**src/sv/lcf_pkg.sv**
```systemverilog
// ----------------------------------------------------------------------------
// lcf_pkg
// Shared types and constants of the linear convolution FIR.
// ----------------------------------------------------------------------------
`default_nettype none

package lcf_pkg;

    localparam int SMP_W  = 16;
    localparam int PROD_W = 32;
    localparam int RES_W  = 40;
    localparam int CNT_W  = 7;
    localparam int IDX_W  = 6;

    localparam logic [CNT_W-1:0] TAP_COUNT_RST = 7'd32;

    localparam logic KIND_TAP    = 1'b0;
    localparam logic KIND_SAMPLE = 1'b1;

    typedef struct packed {
        logic clr;
        logic mul_en;
    } t_mac_ctl;

endpackage

`default_nettype wire

```
**src/sv/lcf_ifs.sv**
```systemverilog
// ----------------------------------------------------------------------------
// lcf_ifs
// Channel interfaces: input items, result items and the tap_count write port.
// ----------------------------------------------------------------------------
`default_nettype none

interface lcf_in_if;
    logic        valid;
    logic        ready;
    logic        kind;
    logic [5:0]  tap_index;
    logic signed [15:0] value;
    logic        last_sample;

    modport source (output valid, kind, tap_index, value, last_sample, input ready);
    modport sink   (input valid, kind, tap_index, value, last_sample, output ready);
endinterface

interface lcf_out_if;
    logic        valid;
    logic        ready;
    logic signed [39:0] result;
    logic        last;

    modport source (output valid, result, last, input ready);
    modport sink   (input valid, result, last, output ready);
endinterface

interface lcf_cfg_if;
    logic        valid;
    logic        ready;
    logic [6:0]  data;

    modport source (output valid, data, input ready);
    modport sink   (input valid, data, output ready);
endinterface

`default_nettype wire

```
**src/sv/lcf_mac.sv**
```systemverilog
// ----------------------------------------------------------------------------
// lcf_mac
// Shared multiply-accumulate: registered 16x16 product, 40-bit accumulator.
// ----------------------------------------------------------------------------
`default_nettype none

module lcf_mac
    import lcf_pkg::*;
(
    input  wire logic                     i_clk,
    input  wire logic                     i_rst_n,
    input  wire t_mac_ctl                 i_ctl,
    input  wire logic signed [SMP_W-1:0]  i_a,
    input  wire logic signed [SMP_W-1:0]  i_b,
    output logic signed [RES_W-1:0]       o_acc
);

    logic signed [PROD_W-1:0] r_prod;
    logic                     r_pv;
    logic signed [RES_W-1:0]  r_acc;

    always_ff @(posedge i_clk) begin
        r_prod <= i_a * i_b;
        if (!i_rst_n) begin
            r_pv  <= 1'b0;
            r_acc <= '0;
        end else if (i_ctl.clr) begin
            r_pv  <= 1'b0;
            r_acc <= '0;
        end else begin
            r_pv <= i_ctl.mul_en;
            if (r_pv) begin
                r_acc <= r_acc + {{(RES_W-PROD_W){r_prod[PROD_W-1]}}, r_prod};
            end
        end
    end

    assign o_acc = r_acc;

endmodule

`default_nettype wire

```
**src/sv/linear_convolution_fir.sv**
```systemverilog
// ----------------------------------------------------------------------------
// linear_convolution_fir
// Direct-form FIR giving the full linear convolution of a sample stream.
// ----------------------------------------------------------------------------
// i_smp carries tap writes (kind 0: value to tap tap_index) and samples
// (kind 1). A tap write gives no result. A sample shifts the delay line and
// gives one result on o_res; a sample with last_sample set then gives n-1
// tail results, n being tap_count clamped to 1..NUM_TAPS, flushing zeros,
// and clears the delay line. The last result of each sample beat carries last.
// After acceptance each result runs through NUM_TAPS product steps, a drain
// step and a load step that waits while the output register is full, tail
// results included; i_smp is ready again after the sample's last load.
// The tap ring and delay ring rotate once per result through the single
// shared multiplier, one product per cycle in the product steps. i_smp is
// not ready while a sample is in work. i_cfg writes tap_count (always ready);
// write it only while idle.
// Results sit in an output register; a stall on o_res holds the next result
// in the accumulator until the register frees.
// Reset clears taps and delay line and sets tap_count to 32; no clearing pass.
// ----------------------------------------------------------------------------
`default_nettype none

module linear_convolution_fir
    import lcf_pkg::*;
#(
    parameter int NUM_TAPS = 32
) (
    input  wire logic  i_clk,
    input  wire logic  i_rst_n,
    lcf_in_if.sink     i_smp,
    lcf_cfg_if.sink    i_cfg,
    lcf_out_if.source  o_res
);

    localparam int KW = (NUM_TAPS > 1) ? $clog2(NUM_TAPS) : 1;

    typedef enum logic [3:0] {
        S_IDLE   = 4'b0001,
        S_MAC    = 4'b0010,
        S_DRAIN  = 4'b0100,
        S_RESULT = 4'b1000
    } t_state;

    t_state r_state, n_state;

    logic signed [SMP_W-1:0] r_tap [NUM_TAPS];
    logic signed [SMP_W-1:0] r_dly [NUM_TAPS];
    logic [CNT_W-1:0]        r_tap_count;
    logic [CNT_W-1:0]        r_n;
    logic [CNT_W-1:0]        r_remain;
    logic                    r_tail;
    logic [KW-1:0]           r_k;
    logic                    r_out_valid;
    logic signed [RES_W-1:0] r_result;
    logic                    r_last;

    logic                    w_acc_smp;
    logic                    w_out_free;
    logic                    w_load;
    logic                    w_more;
    logic [CNT_W-1:0]        w_n;
    t_mac_ctl                w_ctl;
    logic signed [RES_W-1:0] w_acc;

    assign i_smp.ready = (r_state == S_IDLE);
    assign i_cfg.ready = 1'b1;
    assign w_acc_smp   = i_smp.valid && i_smp.ready && (i_smp.kind == KIND_SAMPLE);
    assign w_out_free  = !r_out_valid || o_res.ready;
    assign w_load      = (r_state == S_RESULT) && w_out_free;
    assign w_more      = r_tail && (r_remain != '0);

    always_comb begin
        if (r_tap_count == '0) begin
            w_n = CNT_W'(1);
        end else if (r_tap_count > CNT_W'(NUM_TAPS)) begin
            w_n = CNT_W'(NUM_TAPS);
        end else begin
            w_n = r_tap_count;
        end
    end

    always_comb begin
        n_state = r_state;
        case (r_state)
            S_IDLE: begin
                if (w_acc_smp) n_state = S_MAC;
            end
            S_MAC: begin
                if (r_k == KW'(NUM_TAPS - 1)) n_state = S_DRAIN;
            end
            S_DRAIN: begin
                n_state = S_RESULT;
            end
            S_RESULT: begin
                if (w_out_free) n_state = w_more ? S_MAC : S_IDLE;
            end
            default: n_state = S_IDLE;
        endcase
    end

    always_comb begin
        w_ctl.clr    = w_acc_smp || (w_load && w_more);
        w_ctl.mul_en = (r_state == S_MAC) && (CNT_W'(r_k) < r_n);
    end

    lcf_mac u_mac (
        .i_clk   (i_clk),
        .i_rst_n (i_rst_n),
        .i_ctl   (w_ctl),
        .i_a     (r_tap[0]),
        .i_b     (r_dly[0]),
        .o_acc   (w_acc)
    );

    always_ff @(posedge i_clk) begin
        if (!i_rst_n) begin
            r_state     <= S_IDLE;
            r_tap_count <= TAP_COUNT_RST;
            r_n         <= CNT_W'(1);
            r_remain    <= '0;
            r_tail      <= 1'b0;
            r_k         <= '0;
            r_out_valid <= 1'b0;
            for (int j = 0; j < NUM_TAPS; j++) begin
                r_tap[j] <= '0;
                r_dly[j] <= '0;
            end
        end else begin
            r_state <= n_state;
            if (i_cfg.valid && i_cfg.ready) begin
                r_tap_count <= i_cfg.data;
            end
            if (i_smp.valid && i_smp.ready && (i_smp.kind == KIND_TAP)) begin
                for (int j = 0; j < NUM_TAPS; j++) begin
                    if (i_smp.tap_index == IDX_W'(j)) r_tap[j] <= i_smp.value;
                end
            end
            if (w_acc_smp) begin
                for (int j = NUM_TAPS - 1; j > 0; j--) r_dly[j] <= r_dly[j-1];
                r_dly[0] <= i_smp.value;
                r_n      <= w_n;
                r_remain <= w_n - CNT_W'(1);
                r_tail   <= i_smp.last_sample;
                r_k      <= '0;
            end
            // rotate both rings once per result; they end where they started
            if (r_state == S_MAC) begin
                for (int j = 0; j < NUM_TAPS; j++) begin
                    r_tap[j] <= r_tap[(j + 1) % NUM_TAPS];
                    r_dly[j] <= r_dly[(j + 1) % NUM_TAPS];
                end
                r_k <= r_k + KW'(1);
            end
            if (w_load) begin
                r_out_valid <= 1'b1;
                if (w_more) begin
                    for (int j = NUM_TAPS - 1; j > 0; j--) r_dly[j] <= r_dly[j-1];
                    r_dly[0] <= '0;
                    r_remain <= r_remain - CNT_W'(1);
                    r_k      <= '0;
                end else if (r_tail) begin
                    for (int j = 0; j < NUM_TAPS; j++) r_dly[j] <= '0;
                end
            end else if (o_res.ready) begin
                r_out_valid <= 1'b0;
            end
        end
    end

    always_ff @(posedge i_clk) begin
        if (w_load) begin
            r_result <= w_acc;
            r_last   <= !w_more;
        end
    end

    assign o_res.valid  = r_out_valid;
    assign o_res.result = r_result;
    assign o_res.last   = r_last;

endmodule

`default_nettype wire

```
**src/flat_wrapper.sv**
```systemverilog
// flat-port wrapper written by rule: the top's interface ports become plain ports
module linear_convolution_fir_flat import lcf_pkg::*;
#(
    parameter int NUM_TAPS = 32
)
  (i_clk, i_rst_n, i_smp_valid, i_smp_kind, i_smp_tap_index, i_smp_value, i_smp_last_sample, i_smp_ready, i_cfg_valid, i_cfg_data, i_cfg_ready, o_res_valid, o_res_result, o_res_last, o_res_ready);
  lcf_in_if i_smp_i ();
  lcf_cfg_if i_cfg_i ();
  lcf_out_if o_res_i ();
  input  wire logic i_clk;
  input  wire logic i_rst_n;
  input wire logic [$bits(i_smp_i.valid)-1:0] i_smp_valid;
  input wire logic [$bits(i_smp_i.kind)-1:0] i_smp_kind;
  input wire logic [$bits(i_smp_i.tap_index)-1:0] i_smp_tap_index;
  input wire logic [$bits(i_smp_i.value)-1:0] i_smp_value;
  input wire logic [$bits(i_smp_i.last_sample)-1:0] i_smp_last_sample;
  output wire logic [$bits(i_smp_i.ready)-1:0] i_smp_ready;
  input wire logic [$bits(i_cfg_i.valid)-1:0] i_cfg_valid;
  input wire logic [$bits(i_cfg_i.data)-1:0] i_cfg_data;
  output wire logic [$bits(i_cfg_i.ready)-1:0] i_cfg_ready;
  output wire logic [$bits(o_res_i.valid)-1:0] o_res_valid;
  output wire logic [$bits(o_res_i.result)-1:0] o_res_result;
  output wire logic [$bits(o_res_i.last)-1:0] o_res_last;
  input wire logic [$bits(o_res_i.ready)-1:0] o_res_ready;
  assign i_smp_i.valid = i_smp_valid;
  assign i_smp_i.kind = i_smp_kind;
  assign i_smp_i.tap_index = i_smp_tap_index;
  assign i_smp_i.value = i_smp_value;
  assign i_smp_i.last_sample = i_smp_last_sample;
  assign i_smp_ready = i_smp_i.ready;
  assign i_cfg_i.valid = i_cfg_valid;
  assign i_cfg_i.data = i_cfg_data;
  assign i_cfg_ready = i_cfg_i.ready;
  assign o_res_valid = o_res_i.valid;
  assign o_res_result = o_res_i.result;
  assign o_res_last = o_res_i.last;
  assign o_res_i.ready = o_res_ready;
  linear_convolution_fir #(.NUM_TAPS(NUM_TAPS)) u_core (.i_clk(i_clk), .i_rst_n(i_rst_n), .i_smp(i_smp_i), .i_cfg(i_cfg_i), .o_res(o_res_i));
endmodule
```
**config.mk**
```make
export PLATFORM = sky130hd
export DESIGN_NAME = linear_convolution_fir_flat
export DESIGN_NICKNAME = d
export VERILOG_FILES = /design/src/sv/lcf_pkg.sv /design/src/sv/lcf_ifs.sv /design/src/sv/lcf_mac.sv /design/src/sv/linear_convolution_fir.sv /design/src/flat_wrapper.sv
export SDC_FILE = /design/constraint.sdc
export NUM_CORES = 2
export LEC_CHECK = 0
export BUFFER_PORTS_ARGS = -buffer_cell sky130_fd_sc_hd__clkbuf_2
export CORE_ASPECT_RATIO = 0.8
export CORE_MARGIN = 2
export CORE_UTILIZATION = 60
export CTS_BUF_LIST = sky130_fd_sc_hd__clkbuf_16
export DETAILED_ROUTE_END_ITERATION = 8
export GPL_ROUTABILITY_DRIVEN = 0
export PLACE_DENSITY = 0.77
export SYNTH_ARGS = -nofsm -noshare
export SYNTH_HDL_FRONTEND = slang
export SYNTH_SLANG_ARGS = --single-unit
```
**constraint.sdc**
```tcl
create_clock -name i_clk -period 23 [get_ports i_clk]
set_input_delay 4.6 -clock i_clk [delete_from_list [all_inputs] [get_ports i_clk]]
set_output_delay 4.6 -clock i_clk [all_outputs]
set_load 0.05 [all_outputs]
```
Word-level counts from Yosys, hierarchy flattened
Memories as Yosys holds them, arrays and structs flattened.
Cells that the tools add are included.
- register bits: 146
- bits in writable memories: 1024
- output and inout bits: 44
- logic and storage cells: 623
- memories: 2
- memory list (name ; depth ; bits a word ; rd ports ; clocked after memory_dff ; write ports ; line ; text):
    u_core.r_dly ; 32 ; 16 ; 32 ; 0 ; 32 ; linear_convolution_fir.sv:47 ; logic signed [SMP_W-1:0] r_dly [NUM_TAPS];
    u_core.r_tap ; 32 ; 16 ; 32 ; 0 ; 32 ; linear_convolution_fir.sv:46 ; logic signed [SMP_W-1:0] r_tap [NUM_TAPS];
- reductions and logical operators: 17
- equal/unequal tests: 39
- multipliers: 1
- bitwise operators: 194
- $lt $le $gt $ge: 2
- multiplexer cells: 352
- add/sub/neg operators: 4
- operators with widths (cell ; number):
    2-to-1 mux 16 bit ; 192
    bitwise OR 1 bit ; 192
    2-to-1 mux 1 bit ; 146
    equality test 6 x 5 -> 1 bit (second input constant) ; 16
    equality test 6 x 4 -> 1 bit (second input constant) ; 8
    adder 40 bit ; 1
    2-to-1 mux 7 bit ; 5
    multiplier 16 x 16 -> 32 bit ; 1
    equality test 6 x 3 -> 1 bit (second input constant) ; 4
    2-to-1 mux 5 bit ; 4
    one-hot mux 4 bit (4 select lines) ; 1
    subtractor 7 x 1 -> 7 bit (second input constant) ; 2
    equality test 6 x 2 -> 1 bit (second input constant) ; 2
    2-to-1 mux 4 bit ; 3
    > comparator 7 x 6 -> 1 bit (second input constant) ; 1
    logical AND 1 bit ; 7
    logical NOT 7 bit ; 1
    less-than comparator 5 x 7 -> 1 bit ; 1
    nonzero test 7 bit ; 1
    equality test 6 x 1 -> 1 bit (second input constant) ; 1
    logical NOT 6 bit ; 1
    adder 5 x 1 -> 5 bit (second input constant) ; 1
    equality test 5 bit (second input constant) ; 1
    equality test 4 x 1 -> 1 bit (second input constant) ; 1
    12 further kinds ; 16

Depth between registers and ports, before layout
- word-level depth: 10
- mapped depth: 26

Hierarchy
A second synthesis with hierarchy kept.
- cells, all modules: 4544
- area, all modules: 58011.9 um^2
- by module, submodules not included (module ; cells each ; instances ; sequential area each (um^2) ; area an instance (um^2)):
    linear_convolution_fir ; 2983 ; 1 ; 32301.0 ; 44029.7
    lcf_mac ; 1561 ; 1 ; 1461.4 ; 13982.2

Worst setup path before layout
Ideal clock, no wire load.
- path type: input to register
- start point: in o_res_ready
- end point: mem u_core.r_dly[0][0] (enable)
- data required time: 22.410 ns
- arrival: 11.867 ns
- setup time: 0.590 ns
- setup slack: 10.544 ns
- cell stages on the path: 7
- path through: nor2b_1 > nor2_1 > nand2_1 > and3_1 > clkbuf_1 > clkbuf_1 > inv_1
- RTL lines (item ; line ; text):
    from (decl) ; flat_wrapper.sv:24 ; input wire logic [$bits(o_res_i.ready)-1:0] o_res_ready;
    to (decl) ; linear_convolution_fir.sv:47 ;

==> results.txt <==
Area Overhead vs Synth: 8.31%
Psw: 2.85 mW
IO Port Bufs: 78
Slew Limit Fails: 0
CTS tree: yes
Worst hold margin: 0.472 ns
TNS Setup: 0 ns
Largest net degree at the start of global routing: 265
Crit-path slowest cell: nor2_4
CP dominant cell by count: buf_12
Vias per std cell: 5.94
Num CTS Buffers: 110
Initial antenna violation count: 4
FFs w/ async S/R, synth: 0%
Max_slew headroom: 12.4%
Count of different cell masters after synthesis: 85
Number of synthesized flops with an enable pin: 1033
# H-tree levels: 3
Sw frac: 36.1%
Final Net Count: 5593
DR WL/cell: 19.7 um
Arrival time worst endpoint: 10.02 ns
Worst-Margin Slew: 1.31 ns
Std cell rows: 102
Sink Count: 1170
Area contributors post-synth: edfxtp_1, nand2_1, fa_1
Die span in x: 354 um
Clock buffer depth: 3
Antenna Nets Post-Route: 0
Post-synth top cells: nand2_1, edfxtp_1, a21oi_1
Gr ovfl total: 0
Most common cell in the netlist: nand2_1
Clk_lat worst skew: 0.72 ns
Clock power share: 23.7%
Clock skew: 0.0446 ns
Leakage: 25.4 nW
Post-synth top area cell: edfxtp_1
Post-CTS resize count: 0
Worst-path cell chain: clkbuf_2 > inv_1 > nor2_4 > buf_4 > buf_12 > buf_12 > buf_12 > nand2_1 > nand2_1
Layout Cells excl Fill: 6558
Synth Flop Type: edfxtp_1
Synthesized area per cell: 11.2 um2
Share of the synthesized area in the top cell type: 52.7%
Crit-path max cell delay: 0.94 ns
Clk slew on worst S/H paths: 0.07 ns
Register bit count reported by yosys: 1170
RSZ-0062 raised after global routing: no
Share of cells above drive strength 1: 6.54%
# DRC: 0
Hold-fix buffers, CTS: 0
Core Area: 97000 um2
Die height: 284 um
DR vias: 38900
Total Wirelength: 129 mm
Maximum VDD drop: 155 uV
Area after DPL: 60000 um2
Finished Core Util: 65.7%
Fmax: 106 MHz
CP required: 23.54 ns
Status: completed
Mapped cell area: 58900 um2
GRT Total Usage: 25.5%
Iter 0 DRT Violations: 4767
Die area: 101000 um2
Int Pwr: 5.06 mW
Comb pwr share: 37.9%
Period utilization: 41.2%
Crit path time final: 9.47 ns
CP Launch Type: primary input
CTS Root Cell: clkbuf_16
Maxcap violations: 0
Power Density: 124 nW/um2
Setup Crit Path Kind: primary input to register
Setup Fix Bufs, Post-CTS: 0
Post-DP HPWL: 80.3 mm
Post-synthesis sequential area ratio: 57.3%
I/O Pins: 80
Finished Cell Area: 63800 um2
Gate Count Post-Synth: 5255
Post-synth net total: 5684
Final hold vios: 0
Global-route wire length before repair: 207 mm
Vias in the first global route: 38000
Placement Setup Slack: 12.88 ns
Hold Crit Class: register to register
Sequential power share: 38.4%
Fin worst setup slack: 13.53 ns
Dpl cells: 6352
DRT Pass-1 Iters: 6
Synth Warn #: 0
Final setup violation count: 0
Tot Pwr: 7.91 mW
Crit. End Element: register
Initial Utilization: 60.7%
Worst Path Max Fanout: 264
-- cells in the final DEF, fill, tap and decap left out, types with 16 or more instances in the layout --
cell type	count
fa_1	263
buf_4	46
clkinv_1	18
nand2b_1	18
ha_1	130
xor2_1	17
and2_1	127
nand3_1	23
mux2i_1	62
inv_1	331
a22o_1	255
dfxtp_1	136
clkbuf_2	78
xnor2_1	44
bufinv_16	16
edfxtp_1	1033
clkbuf_16	111
nand2_1	1463
a21oi_1	568
nor3_1	21
nor2b_1	20
o21ai_0	46
nor2_1	92
o21ai_1	82
a21o_1	33
clkinv_2	22
-- registers in the layout (all words and copies together), names as in the netlist --
| signal | flops |
|---|---|
| u_core.r_dly | 512 |
| u_core.r_state | 4 |
| u_core.r_n | 7 |
| u_core.u_mac.r_prod | 32 |
| u_core.r_tap_count | 7 |
| u_core.u_mac.r_pv | 1 |
| u_core.r_remain | 7 |
| u_core.o_res.valid | 1 |
| u_core.o_res.last | 1 |
| u_core.u_mac.o_acc | 40 |
| u_core.r_tap | 512 |
| u_core.r_tail | 1 |
| u_core.o_res.result | 40 |
| u_core.r_k | 5 |
-- cell type report --
type                            count  area (um2)
Tap cell                         1300        1630
Inverter                          312        1190
Clock inverter                     94         951
Sequential cell                  1170       33800
Clock buffer                      111        2780
Antenna cell                        1        2.50
Fill cell                        7186       33200
Timing Repair Buffer              128         816
Multi-Input combinational cell   3442       22600
-- worst max-delay path, delay by kind of cell --
family                 cells  cell delay [ns]
buffers and inverters      6             3.45
AND/OR/NAND/NOR            3             1.21
-- metal layers --
metal	track usage [%]	up-vias	wire length, um	share of wire, %
met1	39.1	19100	57400	44
met2	38.3	1671	57900	45
met3	4.24	198	11200	8.6
li1	-	17900	-	-
met4	6.38	4	2730	2.1
met5	0	-	23	0.018
-- logic make-up (layout without fill, tap and decap cells) --
kind of cell | count (synthesis) | count (layout) | synth area share (%)
DFF | 1170 | 1170 | 57.3
muxes | 62 | 62 | 1.05
buffers and inverters | 643 | 645 | 4.35
AOI/OAI and AO/OA | 1090 | 1090 | 11.6
adders and majority gates | 393 | 393 | 11.7
other | 1 | 2 | 0.00637
and+or+nand+nor | 1835 | 1835 | 13.0
xor gates and xnor gates | 61 | 61 | 0.908
-- path summary, 6_finish.rpt --
kind / to / slack, ns / start / cells after the start
worst max-delay path: u_core.r_tap[0][308] / 13.53 / i_rst_n / 9
worst min-delay path: u_core.r_dly[0][274] / 0.47 / u_core.r_dly[0][274] / 2
worst max register to register: u_core.u_mac.r_prod[30] / 15.82 / u_core.r_tap[0][7] / 23
worst min register to register: u_core.r_dly[0][274] / 0.47 / u_core.r_dly[0][274] / 2
-- power groups by stage --
| stage | sequential (mW) | clock, mW | combinational (mW) |
|---|---|---|---|
| 3_3_place_gp | 3.06 | 0 | 2.87 |
| 6_report | 3.04 | 1.87 | 2.99 |
| 3_5_place_dp | 3.07 | 0 | 2.96 |
| 2_1_floorplan | 3.00 | 0 | 2.32 |
| 4_1_cts | 3.03 | 1.90 | 2.98 |
| 5_1_grt | 3.07 | 1.98 | 3.41 |
(Power assumes the default switching activity.)
